[src/rtl/core/tdc_hit_slot_framer_defines.svh]
// Assertion macros for the hit slot framer.
`ifndef TDC_HIT_SLOT_FRAMER_DEFINES_SVH
`define TDC_HIT_SLOT_FRAMER_DEFINES_SVH
`ifndef SYNTHESIS
`define TSF_ASSERT_ALWAYS(lbl, expr, msg) \
	lbl: assert property (@(posedge clk) disable iff (!arst_n) (expr)) else $error(msg);
`define TSF_ASSERT_NEXT(lbl, ante, cons, msg) \
	lbl: assert property (@(posedge clk) disable iff (!arst_n) (ante) |=> (cons)) \
		else $error(msg);
`else
`define TSF_ASSERT_ALWAYS(lbl, expr, msg)
`define TSF_ASSERT_NEXT(lbl, ante, cons, msg)
`endif
`endif

[src/rtl/core/tdcsf_pkg.sv]
// Types and constants shared by the hit slot framer.
`timescale 1ns / 1ps
package tdcsf_pkg;

	localparam int unsigned ADDR_W     = 10;
	localparam int unsigned REJ_W      = 10;
	localparam int unsigned HDR_WORDS  = 2;
	localparam int unsigned SLOT_WORDS = 4;
	localparam logic [REJ_W-1:0] REJ_MAX = '1;
	localparam logic [7:0] SLOT_CNT_MAX = 8'hFF;

	typedef enum logic [1:0] {
		OP_START = 2'd0,
		OP_HIT   = 2'd1,
		OP_END   = 2'd2
	} op_t;

	typedef enum logic [2:0] {
		REG_TIME_OFFSET   = 3'd0,
		REG_BOARD_LATENCY = 3'd1,
		REG_SLOTS_IN_USE  = 3'd2,
		REG_BOARD_NUMBER  = 3'd3,
		REG_TRIGGER_TYPE  = 3'd4
	} reg_idx_t;

	typedef enum logic [2:0] {
		PH_LEFTOVER = 3'd0,
		PH_HEADER   = 3'd1,
		PH_BASE     = 3'd2,
		PH_SLOT0    = 3'd3,
		PH_SLOT1    = 3'd4,
		PH_SLOT2    = 3'd5,
		PH_SLOT3    = 3'd6
	} end_phase_t;

	typedef struct packed {
		logic [1:0]  operation;
		logic [31:0] event_timestamp;
		logic [7:0]  event_fine_time;
		logic [7:0]  straw_address;
		logic        edge_kind;
		logic [31:0] edge_coarse_time;
		logic [4:0]  edge_fine_time;
	} in_item_t;

	typedef struct packed {
		logic [ADDR_W-1:0] word_address;
		logic [31:0]       word_data;
		logic [REJ_W-1:0]  hits_rejected;
		logic              last;
	} out_item_t;

endpackage

[src/rtl/core/tdc_hit_slot_framer.sv]
// Hit slot framer: builds one board's event data block from start, hit and end words.
`timescale 1ns / 1ps
// Usage
// Input channel (item_valid/item_ready/item): start, hit and end words of one event.
// Output channel (word_valid/word_ready/word): addressed 32-bit data block words.
// APB port: time_offset @0x00, board_latency @0x04, slots_in_use @0x08,
// board_number @0x0C, trigger_type @0x10; write only while the block is idle.
// An input word is held in the input register; a data word it causes is
// registered in the output register before it is valid at the output.
// Start and hit words go through at one per cycle unless the output stalls. A hit that
// completes a pair of records emits one data word; out-of-window or over-capacity hits
// emit nothing. An end word emits 6 words (7 with an odd leftover record), one per
// cycle from the single output register while the receiver takes them; the input
// register holds the end word until the last slot word goes out; item_ready stays low.
// A stalled receiver holds the output register; the input register then holds
// any word that must emit, and item_ready drops.
// Reset clears all counters and marks the event closed until the next start.
module tdc_hit_slot_framer
	import tdcsf_pkg::*;
#(
	parameter int unsigned MAX_HITS  = 1024,
	parameter int unsigned MAX_SLOTS = 16
) (
	input  logic        clk,
	input  logic        arst_n,
	input  logic        psel,
	input  logic        penable,
	input  logic        pwrite,
	input  logic [4:0]  paddr,
	input  logic [31:0] pwdata,
	output logic [31:0] prdata,
	output logic        pready,
	input  logic        item_valid,
	output logic        item_ready,
	input  in_item_t    item,
	output logic        word_valid,
	input  logic        word_ready,
	output out_item_t   word
);

	`include "tdc_hit_slot_framer_defines.svh"

	localparam int unsigned HC_W = $clog2(MAX_HITS + 1);

	// configuration registers
	logic [31:0] time_offset_q;
	logic [31:0] board_latency_q;
	logic [4:0]  slots_in_use_q;
	logic [5:0]  board_number_q;
	logic [7:0]  trigger_type_q;
	reg_idx_t    reg_idx;

	// event state
	logic [31:0]      window_base_q;
	logic [7:0]       cnt_q [MAX_SLOTS];
	logic [HC_W-1:0]  hit_count_q;
	logic [15:0]      pending_q;
	logic [REJ_W-1:0] rejected_q;
	logic             suppressed_q;
	end_phase_t       end_phase_q;

	// pipeline
	logic      v_s1;
	in_item_t  item_s1;
	logic      word_valid_q;
	out_item_t word_q;

	// datapath
	logic [31:0] slot_diff;
	logic [4:0]  nslots;
	logic        in_window;
	logic        hit_full;
	logic [15:0] rec;
	logic [15:0] hc16;
	logic [15:0] ndata16;
	logic [15:0] blen_bytes;
	logic [ADDR_W-1:0] data_addr;
	logic [7:0]  slot_byte [16];
	logic [2:0]  slot_k_ext;
	logic [1:0]  slot_k;
	logic [31:0] slot_word;
	end_phase_t  eff_phase;
	end_phase_t  next_phase;
	logic        emit_free;
	logic        emit;
	logic        done;
	logic        step;
	logic        hit_take;
	logic        hit_reject;
	logic        end_last;
	out_item_t   emit_word;

	// ---------------- configuration port ----------------
	assign pready  = 1'b1;
	assign reg_idx = reg_idx_t'(paddr[4:2]);

	always_ff @(posedge clk or negedge arst_n) begin
		if (!arst_n) begin
			time_offset_q   <= '0;
			board_latency_q <= '0;
			slots_in_use_q  <= 5'd16;
			board_number_q  <= '0;
			trigger_type_q  <= 8'd1;
		end else if (psel && penable && pwrite && pready) begin
			case (reg_idx)
				REG_TIME_OFFSET:   time_offset_q   <= pwdata;
				REG_BOARD_LATENCY: board_latency_q <= pwdata;
				REG_SLOTS_IN_USE:  slots_in_use_q  <= pwdata[4:0];
				REG_BOARD_NUMBER:  board_number_q  <= pwdata[5:0];
				REG_TRIGGER_TYPE:  trigger_type_q  <= pwdata[7:0];
				default: ;
			endcase
		end
	end

	always_comb begin
		case (reg_idx)
			REG_TIME_OFFSET:   prdata = time_offset_q;
			REG_BOARD_LATENCY: prdata = board_latency_q;
			REG_SLOTS_IN_USE:  prdata = 32'(slots_in_use_q);
			REG_BOARD_NUMBER:  prdata = 32'(board_number_q);
			REG_TRIGGER_TYPE:  prdata = 32'(trigger_type_q);
			default:           prdata = '0;
		endcase
	end

	// ---------------- datapath ----------------
	assign slot_diff = item_s1.edge_coarse_time - window_base_q;
	assign nslots    = (slots_in_use_q < 5'(MAX_SLOTS)) ? slots_in_use_q : 5'(MAX_SLOTS);
	assign in_window = slot_diff < 32'(nslots);
	assign hit_full  = hit_count_q >= HC_W'(MAX_HITS);
	assign rec       = {2'b00, item_s1.straw_address, item_s1.edge_kind,
		item_s1.edge_fine_time};

	assign hc16       = 16'(hit_count_q);
	assign ndata16    = (hc16 + 16'd1) >> 1;
	assign blen_bytes = (ndata16 + 16'(HDR_WORDS + SLOT_WORDS)) << 2;
	assign data_addr  = ADDR_W'(16'(HDR_WORDS) + (hc16 >> 1));

	genvar g;
	generate
		for (g = 0; g < 16; g++) begin : g_slot_byte
			if (g < MAX_SLOTS) begin : g_used
				assign slot_byte[g] = cnt_q[g];
			end else begin : g_unused
				assign slot_byte[g] = 8'h00;
			end
		end
	endgenerate

	// skip the leftover word when the record count is even
	assign eff_phase  = (end_phase_q == PH_LEFTOVER && !hit_count_q[0]) ? PH_HEADER
		: end_phase_q;
	assign next_phase = end_phase_t'(3'(eff_phase) + 3'd1);
	assign slot_k_ext = 3'(eff_phase) - 3'(PH_SLOT0);
	assign slot_k     = slot_k_ext[1:0];
	assign end_last   = (eff_phase == PH_SLOT3);

	always_comb begin
		case (slot_k)
			2'd0:    slot_word = {slot_byte[3], slot_byte[2], slot_byte[1], slot_byte[0]};
			2'd1:    slot_word = {slot_byte[7], slot_byte[6], slot_byte[5], slot_byte[4]};
			2'd2:    slot_word = {slot_byte[11], slot_byte[10], slot_byte[9], slot_byte[8]};
			default: slot_word = {slot_byte[15], slot_byte[14], slot_byte[13], slot_byte[12]};
		endcase
	end

	assign emit_free = !word_valid_q || word_ready;

	always_comb begin
		done       = 1'b1;
		emit       = 1'b0;
		hit_take   = 1'b0;
		hit_reject = 1'b0;
		emit_word  = '0;
		case (op_t'(item_s1.operation))
			OP_HIT: begin
				if (!suppressed_q) begin
					if (!in_window || hit_full) begin
						hit_reject = v_s1;
					end else if (hit_count_q[0]) begin
						// second half closes a data word
						done     = emit_free;
						emit     = v_s1 && emit_free;
						hit_take = v_s1 && emit_free;
						emit_word.word_address = data_addr;
						emit_word.word_data    = {rec, pending_q};
					end else begin
						hit_take = v_s1;
					end
				end
			end
			OP_END: begin
				if (!suppressed_q) begin
					done = emit_free && end_last;
					emit = v_s1 && emit_free;
					case (eff_phase)
						PH_LEFTOVER: begin
							emit_word.word_address = data_addr;
							emit_word.word_data    = {16'h0000, pending_q};
						end
						PH_HEADER: begin
							emit_word.word_address = '0;
							emit_word.word_data    = {blen_bytes, trigger_type_q, 2'b00,
								board_number_q};
						end
						PH_BASE: begin
							emit_word.word_address = ADDR_W'(1);
							emit_word.word_data    = window_base_q;
						end
						default: begin
							emit_word.word_address =
								ADDR_W'(16'(HDR_WORDS) + ndata16 + 16'(slot_k));
							emit_word.word_data     = slot_word;
							emit_word.hits_rejected = end_last ? rejected_q : '0;
							emit_word.last          = end_last;
						end
					endcase
				end
			end
			default: ;
		endcase
	end

	assign step       = v_s1 && done;
	assign item_ready = !v_s1 || step;

	// ---------------- input register ----------------
	always_ff @(posedge clk or negedge arst_n) begin
		if (!arst_n) begin
			v_s1 <= 1'b0;
		end else if (item_ready) begin
			v_s1 <= item_valid;
		end
	end

	always_ff @(posedge clk) begin
		if (item_valid && item_ready) begin
			item_s1 <= item;
		end
	end

	// ---------------- event state ----------------
	always_ff @(posedge clk or negedge arst_n) begin
		if (!arst_n) begin
			window_base_q <= '0;
			hit_count_q   <= '0;
			pending_q     <= '0;
			rejected_q    <= '0;
			suppressed_q  <= 1'b1;
			end_phase_q   <= PH_LEFTOVER;
			for (int j = 0; j < MAX_SLOTS; j++) begin
				cnt_q[j] <= '0;
			end
		end else begin
			if (item_valid && item_ready) begin
				end_phase_q <= PH_LEFTOVER;
			end else if (emit && op_t'(item_s1.operation) == OP_END) begin
				end_phase_q <= next_phase;
			end

			if (step && op_t'(item_s1.operation) == OP_START) begin
				window_base_q <= item_s1.event_timestamp + time_offset_q - board_latency_q;
				hit_count_q   <= '0;
				pending_q     <= '0;
				rejected_q    <= '0;
				suppressed_q  <= (item_s1.event_fine_time == 8'h00);
				for (int j = 0; j < MAX_SLOTS; j++) begin
					cnt_q[j] <= '0;
				end
			end else begin
				if (hit_take) begin
					hit_count_q <= hit_count_q + HC_W'(1);
					pending_q   <= hit_count_q[0] ? 16'h0000 : rec;
					for (int j = 0; j < MAX_SLOTS; j++) begin
						if (slot_diff[3:0] == 4'(j) && cnt_q[j] != SLOT_CNT_MAX) begin
							cnt_q[j] <= cnt_q[j] + 8'd1;
						end
					end
				end
				if (hit_reject && rejected_q != REJ_MAX) begin
					rejected_q <= rejected_q + REJ_W'(1);
				end
				if (step && op_t'(item_s1.operation) == OP_END) begin
					suppressed_q <= 1'b1;
				end
			end
		end
	end

	// ---------------- output register ----------------
	always_ff @(posedge clk or negedge arst_n) begin
		if (!arst_n) begin
			word_valid_q <= 1'b0;
		end else if (emit) begin
			word_valid_q <= 1'b1;
		end else if (word_ready) begin
			word_valid_q <= 1'b0;
		end
	end

	always_ff @(posedge clk) begin
		if (emit) begin
			word_q <= emit_word;
		end
	end

	assign word_valid = word_valid_q;
	assign word       = word_q;

	// ---------------- assertions ----------------
	`TSF_ASSERT_ALWAYS(a_rej_only_last, !(word_valid_q && !word_q.last && word_q.hits_rejected != '0), "reject count on a word that is not last")
	`TSF_ASSERT_ALWAYS(a_hit_bound, hit_count_q <= HC_W'(MAX_HITS), "record count above capacity")
	`TSF_ASSERT_ALWAYS(a_drain_blocks, !(v_s1 && op_t'(item_s1.operation) == OP_END && !suppressed_q && end_phase_q != PH_LEFTOVER && !end_last && item_ready), "input taken during end drain")
	`TSF_ASSERT_NEXT(a_last_closes, emit && emit_word.last, suppressed_q && !v_s1 || suppressed_q, "event not closed after last word")
	`TSF_ASSERT_ALWAYS(a_emit_free, !(emit && word_valid_q && !word_ready), "output word overwritten")

endmodule
[config.mk]
export PLATFORM = sky130hd
export DESIGN_NAME = tdc_hit_slot_framer
export DESIGN_NICKNAME = d
export VERILOG_FILES = /design/src/rtl/core/tdcsf_pkg.sv /design/src/rtl/core/tdc_hit_slot_framer.sv
export VERILOG_INCLUDE_DIRS = /design/src /design/src/rtl/core
export SDC_FILE = /design/constraint.sdc
export NUM_CORES = 1
export LEC_CHECK = 0
export CAP_MARGIN = 20
export CORE_MARGIN = 2
export CORE_UTILIZATION = 60
export DETAILED_ROUTE_END_ITERATION = 8
export DONT_BUFFER_PORTS = 1
export MAX_ROUTING_LAYER = met4
export PLACE_DENSITY = 0.79
export RECOVER_POWER = 50
export SYNTH_ARGS = -nofsm -noshare
export SYNTH_HDL_FRONTEND = slang
export SYNTH_SLANG_ARGS = --single-unit
[constraint.sdc]
create_clock -name clk -period 28.4 [get_ports clk]
set_input_delay 1.42 -clock clk [delete_from_list [all_inputs] [get_ports clk]]
set_output_delay 1.42 -clock clk [all_outputs]
set_load 0.02 [all_outputs]
==> results of run 1 <==
metal layers:
layer	part of all wire	wire length [µm]	vias to the layer above
met5	0	0	-
met4	0.056	4070	0
met3	0.098	7080	247
met2	0.46	33200	1098
met1	0.39	28000	10000
li1	-	-	9332
area by class of cell:
type | count | area (µm²)
inverters | 200 | 751
clock buffers | 63 | 1290
well taps | 539 | 674
diodes | 2 | 5.00
fillers | 3327 | 14600
multi-input cells | 1865 | 12600
repair buffers | 28 | 246
flip-flops and latches | 425 | 11300
clock inverters | 22 | 199
registers in the layout (all words and copies together), names as in the netlist, 8 cells and up:
register	count
word	53
hit_count_q	11
trigger_type_q	8
rejected_q	10
window_base_q	32
time_offset_q	32
cnt_q	128
item_s1	88
pending_q	14
board_latency_q	32
cell families after synthesis:
logic type | after synthesis
DFF | 425
and+or+nand+nor | 875
adders and majority gates | 134
muxes | 77
AOI/OAI and AO/OA | 636
buffers and inverters | 337
other | 1
xor gates and xnor gates | 142
critical path, stage by stage, from the launching register on:
cell and delay [ns]:
edfxtp_1 0.49, ha_1 0.32, nand2b_1 0.12, nand2b_1 0.07
a21o_1 0.20, xnor2_2 0.80, clkinv_1 0.73, ha_1 0.49
o21ai_0 0.16, nor2_1 0.09, nor4_1 0.32, o2111ai_1 0.25
nor4_4 0.37, nand4_4 0.20, nor3_1 0.54, o211ai_1 0.36
cells in the mapped netlist, drive strengths merged (6+ instances only):
cell type,instances
nand2b,17
mux2i,20
a31o,6
dfrtp,281
o21bai,9
fa,33
mux2,57
a31oi,20
nor3,75
or4,18
a221oi,11
xnor2,103
and3,43
a21o,29
a222oi,38
a21oi,180
inv,197
buf,37
xor2,39
a22oi,24
nand2,226
ha,101
or2,6
and2,26
a211oi,6
nand3,88
nand4,57
nor2,215
clkbuf,100
o21ai,183
o22ai,10
a22o,38
nor4,25
nor2b,16
a311oi,9
edfxtp,141
o21a,13
or3,45
o31ai,18
per-stage QoR:
stage / std cells / util
after floorplan: 2627 / -
after global placement: 3054 / 0.613
after detailed placement: 3055 / 0.613
after CTS: 3140 / 0.649
after global routing: 3144 / 0.650
final: 3144 / 0.650
where the power goes:
group	switching (µW)	internal (µW)	leakage [µW]
clock	252	345	0.000713
combinational	574	300	0.00519
sequential	61.2	699	0.00509
total	887	1340	0.0110
worst max-delay path by stage:
stage,startpoint,end
after CTS,item_s1[6]$_DFFE_PP_,item_ready
after global routing,item_s1[6]$_DFFE_PP_,item_ready
final,item_s1[6]$_DFFE_PP_,item_ready
after detailed placement,item_s1[6]$_DFFE_PP_,item_ready
after floorplan,item_s1[5]$_DFFE_PP_,item_s1[0]$_DFFE_PP_
after global placement,item_s1[6]$_DFFE_PP_,window_base_q[18]$_DFFE_PN0P_
==> impl_metrics.env, run 1 <==
export IMPL_layout_common_cells="281 x dfrtp_1, 224 x nand2_1, 214 x nor2_1"
export IMPL_worstPathRequired_ns=26.98
export IMPL_synthArstFlopShare=0.668
export IMPL_vias=20700
export IMPL_dieArea_mm2=0.0436
export IMPL_first_global_vias=20200
export IMPL_yosys_warnings=0
export IMPL_grt_pass1_wl_um=113000
export IMPL_grt_max_degree=285
export IMPL_ys_seq_area_frac=0.451
export IMPL_slew_headroom=-0.380
export IMPL_h_tree_depth=2
export IMPL_cts_tree="built"
export IMPL_r2r_setup_slack_ns=21.49
export IMPL_holdPathEnd="pending_q[12]$_DFFE_PN0P_"
export IMPL_hold_ws_ns=0.492
export IMPL_placed_area_mm2=0.0255
export IMPL_cp_arrival_ns=6.08
export IMPL_netlist_area_mm2=0.0252
export IMPL_max_freq_ghz=0.133
export IMPL_clockRootBuffer="clkbuf_16"
export IMPL_crit_type="flip-flop to output port"
export IMPL_yosysTopAreaCell="dfrtp_1"
export IMPL_nets=2832
export IMPL_hpwl_um=52300
export IMPL_fin_crit_sh=0.264
export IMPL_rows=75
export IMPL_core_mm2=0.0417
export IMPL_drc_errors=0
export IMPL_place_ws_ns=21.65
export IMPL_syn_instance_count=2627
export IMPL_initial_utilization=0.604
export IMPL_hold_path_class="flip-flop to flip-flop"
export IMPL_synth_edf_count=141
export IMPL_setup_viol=0
export IMPL_syn_to_final_growth_pct=7.61
export IMPL_first_pass_iters=7
export IMPL_die_w_um=209
export IMPL_overflow=0
export IMPL_cts_setup_buffers=0
export IMPL_die_height_um=209
export IMPL_synthFlopType="dfrtp_1"
export IMPL_rsz0062_at_grt="no"
export IMPL_synth_avg_cell_area_um2=9.57
export IMPL_skew_ns=0.0216
export IMPL_endpoint_kind="output port"
export IMPL_met1_usage=0.428
export IMPL_clk_latency_ns=0.59
export IMPL_vias_per_cell=6.58
export IMPL_worst_pin_slew_ns=2.07
export IMPL_final_max_slew_viol_count=54
export IMPL_yosys_mux_area_fraction=0.0335
export IMPL_cp_max_fo=12
export IMPL_grt_met3_usage=0.0691
export IMPL_min_period_ns=7.50
export IMPL_tns_ns=0
export IMPL_ff2ff_path_depth=19
export IMPL_setup_ws_ns=20.90
export IMPL_use_met2=0.531
export IMPL_total_power_uw=2230
export IMPL_synthSimpleGateAreaFrac=0.173
export IMPL_ir_worst_vdd_mv=0.0649
export IMPL_postCtsHoldBufs=0
export IMPL_syn_nets=2893
export IMPL_powerDensity_mw_per_mm2=82.4
export IMPL_r2r_start="item_s1[6]$_DFFE_PP_"
export IMPL_synth_compound_area_frac=0.163
export IMPL_ys_types=85
export IMPL_worstHoldStart="item_s1[44]$_DFFE_PP_"
export IMPL_violations="capacitance limit, slew limit"
export IMPL_grt_antenna_before_repair=2
export IMPL_gp_congestion=1.01
export IMPL_clockBufferDepth=3
export IMPL_cts_resized=0
export IMPL_ys_ff_latch=425
export IMPL_design_area_mm2=0.0271
export IMPL_grt_busiest_layer="met2"
export IMPL_maxCapViolations=1
export IMPL_postRouteAntennaNets=0
export IMPL_mostFrequentLayoutCell="dfrtp_1"
export IMPL_r2r_end="window_base_q[18]$_DFFE_PN0P_"
export IMPL_synth_adder_area_share=0.0765
export IMPL_final_hold_viol_count=0
export IMPL_path_clk_slew_ns=0.06
export IMPL_drt_iter0_markers=2480
export IMPL_hold_depth=1
export IMPL_cts_made_buffers=46
export IMPL_synth_top_family_by_area="simple AND/OR/NAND/NOR gates"
export IMPL_startpoint_type="flip-flop"
export IMPL_status="finished with violations"
export IMPL_wirelength_um=72400
export IMPL_synth_top_area_share=0.280
export IMPL_wl_per_cell_um=23.0
export IMPL_drive_above_1_share=0.0788
export IMPL_clock_sinks=425
export IMPL_io_pins=220
export IMPL_port_buffers=0
export IMPL_synth_xor_area_share=0.0494
export IMPL_ys_top_cells_by_area="dfrtp_1 28%, edfxtp_1 17%, ha_1 5.0%, xnor2_1 3.6%, o21ai_0 3.5%"
export IMPL_grt_total_usage=0.342
export IMPL_leakage_uw=0.0110
Note: power is estimated with default switching activity, not from simulation.
==> run 2, diff against run 1 <==
--- a/config.mk
+++ b/config.mk
@@ -6,13 +6,14 @@
 export SDC_FILE = /design/constraint.sdc
 export NUM_CORES = 1
 export LEC_CHECK = 0
+export ABC_AREA = 1
 export CAP_MARGIN = 20
 export CORE_MARGIN = 2
-export CORE_UTILIZATION = 60
+export CORE_UTILIZATION = 59
 export DETAILED_ROUTE_END_ITERATION = 8
 export DONT_BUFFER_PORTS = 1
 export MAX_ROUTING_LAYER = met4
-export PLACE_DENSITY = 0.79
+export PLACE_DENSITY = 0.81
 export RECOVER_POWER = 50
 export SYNTH_ARGS = -nofsm -noshare
 export SYNTH_HDL_FRONTEND = slang
==> constraint.sdc (replaced) <==
create_clock -name clk -period 6.2 [get_ports clk]
set_input_delay 0.31 -clock clk [delete_from_list [all_inputs] [get_ports clk]]
set_output_delay 0.31 -clock clk [all_outputs]
set_load 0.02 [all_outputs]
==> impl_metrics.env, run 2 <==
export IMPL_status="finished with violations"
export IMPL_violations="hold timing, capacitance limit, slew limit"
export IMPL_leakage_uw=0.0148
export IMPL_rsz0062_at_grt="no"
export IMPL_synth_compound_area_frac=0.102
export IMPL_clockBufferDepth=3
export IMPL_final_hold_viol_count=283
export IMPL_synth_adder_area_share=0.0712
export IMPL_synth_top_family_by_area="simple AND/OR/NAND/NOR gates"
export IMPL_synth_edf_count=141
export IMPL_sw_frac_of_total=0.399
export IMPL_first_global_vias=23600
export IMPL_final_util=0.663
export IMPL_startpoint_type="flip-flop"
export IMPL_synth_xor_area_share=0.0224
export IMPL_ys_top_cells_by_area="dfrtp_1 26%, edfxtp_1 16%, nand2_1 13%, inv_1 8.4%, nand3_1 6.1%"
export IMPL_clock_sinks=425
export IMPL_die_w_um=218
export IMPL_path_clk_slew_ns=0.06
export IMPL_rows=78
export IMPL_synth_top_area_share=0.260
export IMPL_min_period_ns=4.71
export IMPL_grt_antenna_before_repair=3
export IMPL_h_tree_depth=2
export IMPL_power_frac_clock=0.277
export IMPL_largest_reg_flops=128
export IMPL_first_pass_iters=7
export IMPL_maxCapViolations=2
export IMPL_worstPathRequired_ns=6.72
export IMPL_place_ws_ns=1.66
export IMPL_drt_iter0_markers=2588
export IMPL_yosysTopAreaCell="dfrtp_1"
export IMPL_postCtsHoldBufs=121
export IMPL_power_frac_seq=0.344
export IMPL_gp_congestion=0.977
export IMPL_cp_max_fo=34
export IMPL_drc_errors=0
export IMPL_cts_made_buffers=46
export IMPL_powerDensity_mw_per_mm2=327
export IMPL_tns_ns=0
export IMPL_port_buffers=0
export IMPL_clockRootBuffer="clkbuf_16"
export IMPL_worst_pin_slew_ns=1.77
export IMPL_ir_worst_vdd_mv=0.301
export IMPL_dieArea_mm2=0.0475
export IMPL_ys_seq_area_frac=0.420
export IMPL_hold_ws_ns=-0.563
export IMPL_netlist_area_mm2=0.0270
export IMPL_syn_nets=3864
export IMPL_synth_avg_cell_area_um2=7.51
export IMPL_switching_power_uw=3920
export IMPL_overflow=0
export IMPL_cp_arrival_ns=5.23
export IMPL_synthSimpleGateAreaFrac=0.273
export IMPL_endpoint_kind="flip-flop"
export IMPL_yosys_mux_area_fraction=0
export IMPL_mostFrequentLayoutCell="nand2_1"
export IMPL_skew_ns=0.0139
export IMPL_vias_per_cell=5.75
export IMPL_synthArstFlopShare=0.668
export IMPL_grt_pass1_wl_um=124000
export IMPL_wirelength_um=79700
export IMPL_yosys_warnings=0
export IMPL_grt_max_degree=285
export IMPL_syn_instance_count=3598
export IMPL_nets=3931
export IMPL_clk_latency_ns=0.59
export IMPL_drive_above_1_share=0.0338
export IMPL_fin_crit_sh=0.760
export IMPL_setup_viol=0
export IMPL_io_pins=220
export IMPL_internal_power_uw=5900
export IMPL_hpwl_um=54100
export IMPL_postRouteAntennaNets=0
export IMPL_core_mm2=0.0453
export IMPL_ys_ff_latch=425
export IMPL_ys_types=54
export IMPL_die_height_um=218
export IMPL_comb_power_share=0.379
export IMPL_slew_headroom=-0.182
export IMPL_cts_tree="built"
export IMPL_initial_utilization=0.597
export IMPL_top_register="cnt_q"
export IMPL_wl_per_cell_um=18.5
export IMPL_yosys_top_cells_count="969 x nand2_1, 605 x inv_1, 330 x nand3_1"
export IMPL_grt_total_usage=0.344
export IMPL_layout_common_cells="969 x nand2_1, 603 x inv_1, 330 x nand3_1"
export IMPL_synthFlopType="dfrtp_1"
export IMPL_hold_path_class="primary input to async pin"
export IMPL_max_freq_ghz=0.212
export IMPL_vias=24800
export IMPL_cts_resized=0
export IMPL_fillers=3742
export IMPL_synth_most_common_cell="nand2_1"
export IMPL_cts_setup_buffers=0
export IMPL_crit_type="flip-flop to flip-flop"
export IMPL_setup_ws_ns=1.49
export IMPL_total_power_uw=9820
export IMPL_final_max_slew_viol_count=66
export IMPL_syn_to_final_growth_pct=11.2
## run 2: cell count changes in the layout (fill, tap and decap cells not counted), moves of 31 or more
cell           previous run  this run
nand4_1                  54        88
nand3_1                  88       330
mux2_2                   57         0
dlygate4sd3_1             0       121
a21oi_1                 176       145
inv_1                   197       603
xnor2_1                 101        25
a22o_1                   38         3
or3_1                    45         0
nand2_1                 224       969
a222oi_1                 38         0
nor2_1                  214       257
and3_1                   43         2
## run 2: power groups by stage
stage	combinational [µW]	sequential [µW]	clock, µW
final	3730	3380	2720
after global routing	4150	3400	2840
after CTS	3580	3360	2720
after detailed placement	3490	3410	0
after global placement	3430	3400	0
after floorplan	2600	3330	0
## run 2: cell families after synthesis
group | count (synthesis)
XOR/XNOR | 69
AND/OR/NAND/NOR | 1739
buffers and inverters | 752
flip-flops | 425
other | 1
AO/OA/AOI/OAI | 478
adder cells (fa/ha/maj) | 134
## run 2: per-stage QoR
stage | cells | area [µm²]
global placement | 4092 | 27300
detailed placement | 4092 | 27300
floorplan | 3598 | 27000
CTS | 4297 | 30000
global route | 4303 | 30000
finish | 4304 | 30000
## run 2: final timing paths
kind	from	end	slack [ns]	depth (start not counted)
max	item_s1[5]$_DFFE_PP_	hit_count_q[6]$_DFFE_PN0P_	1.49	22
min in group clk	item_valid	v_s1$_DFFE_PN0P_	0.04	2
min	arst_n	board_latency_q[11]$_DFFE_PN0P_	-0.56	0
min reg2reg	time_offset_q[27]$_DFFE_PN0P_	time_offset_q[27]$_DFFE_PN0P_	0.48	2
max reg2reg	item_s1[5]$_DFFE_PP_	hit_count_q[6]$_DFFE_PN0P_	1.49	22
max in group asynchronous	arst_n	hit_count_q[6]$_DFFE_PN0P_	5.98	0
## run 2: critical path, stage by stage (launching register included)
cell      delay, ns
edfxtp_1       0.37
inv_1          0.07
ha_1           0.13
inv_1          0.08
fa_1           0.44
nand2_1        0.12
inv_1          0.04
nor2_1         0.31
ha_1           0.30
nand3_1        0.08
a21boi_0       0.16
nor2_1         0.14
nand2_1        0.06
nor2_1         0.15
nand2_1        0.08
nor2_2         0.22
nand3_2        0.16
nor2_4         0.51
buf_4          0.47
inv_2          0.31
o21ai_0        0.23
nand2_1        0.08
inv_1          0.10
## run 2: per-layer routing
| layer | global-route usage | part of all wire | vias up |
|---|---|---|---|
| li1 | - | - | 11800 |
| met1 | 0.419 | 0.38 | 11500 |
| met2 | 0.564 | 0.48 | 1242 |
| met3 | 0.0616 | 0.094 | 245 |
| met4 | 0.146 | 0.045 | 0 |
| met5 | - | 0 | - |
## run 2: layout make-up
cell class | instances | area [µm²] | share of cell area
repair buffers | 145 | 1450 | 0.0482
well taps | 600 | 751 | 0.0250
inverters | 626 | 2350 | 0.0783
clock inverters | 14 | 123 | 0.00408
clock buffers | 70 | 1340 | 0.0447
multi-input cells | 2421 | 12700 | 0.422
flip-flops and latches | 425 | 11300 | 0.378
diodes | 3 | 7.51 | 0.000250
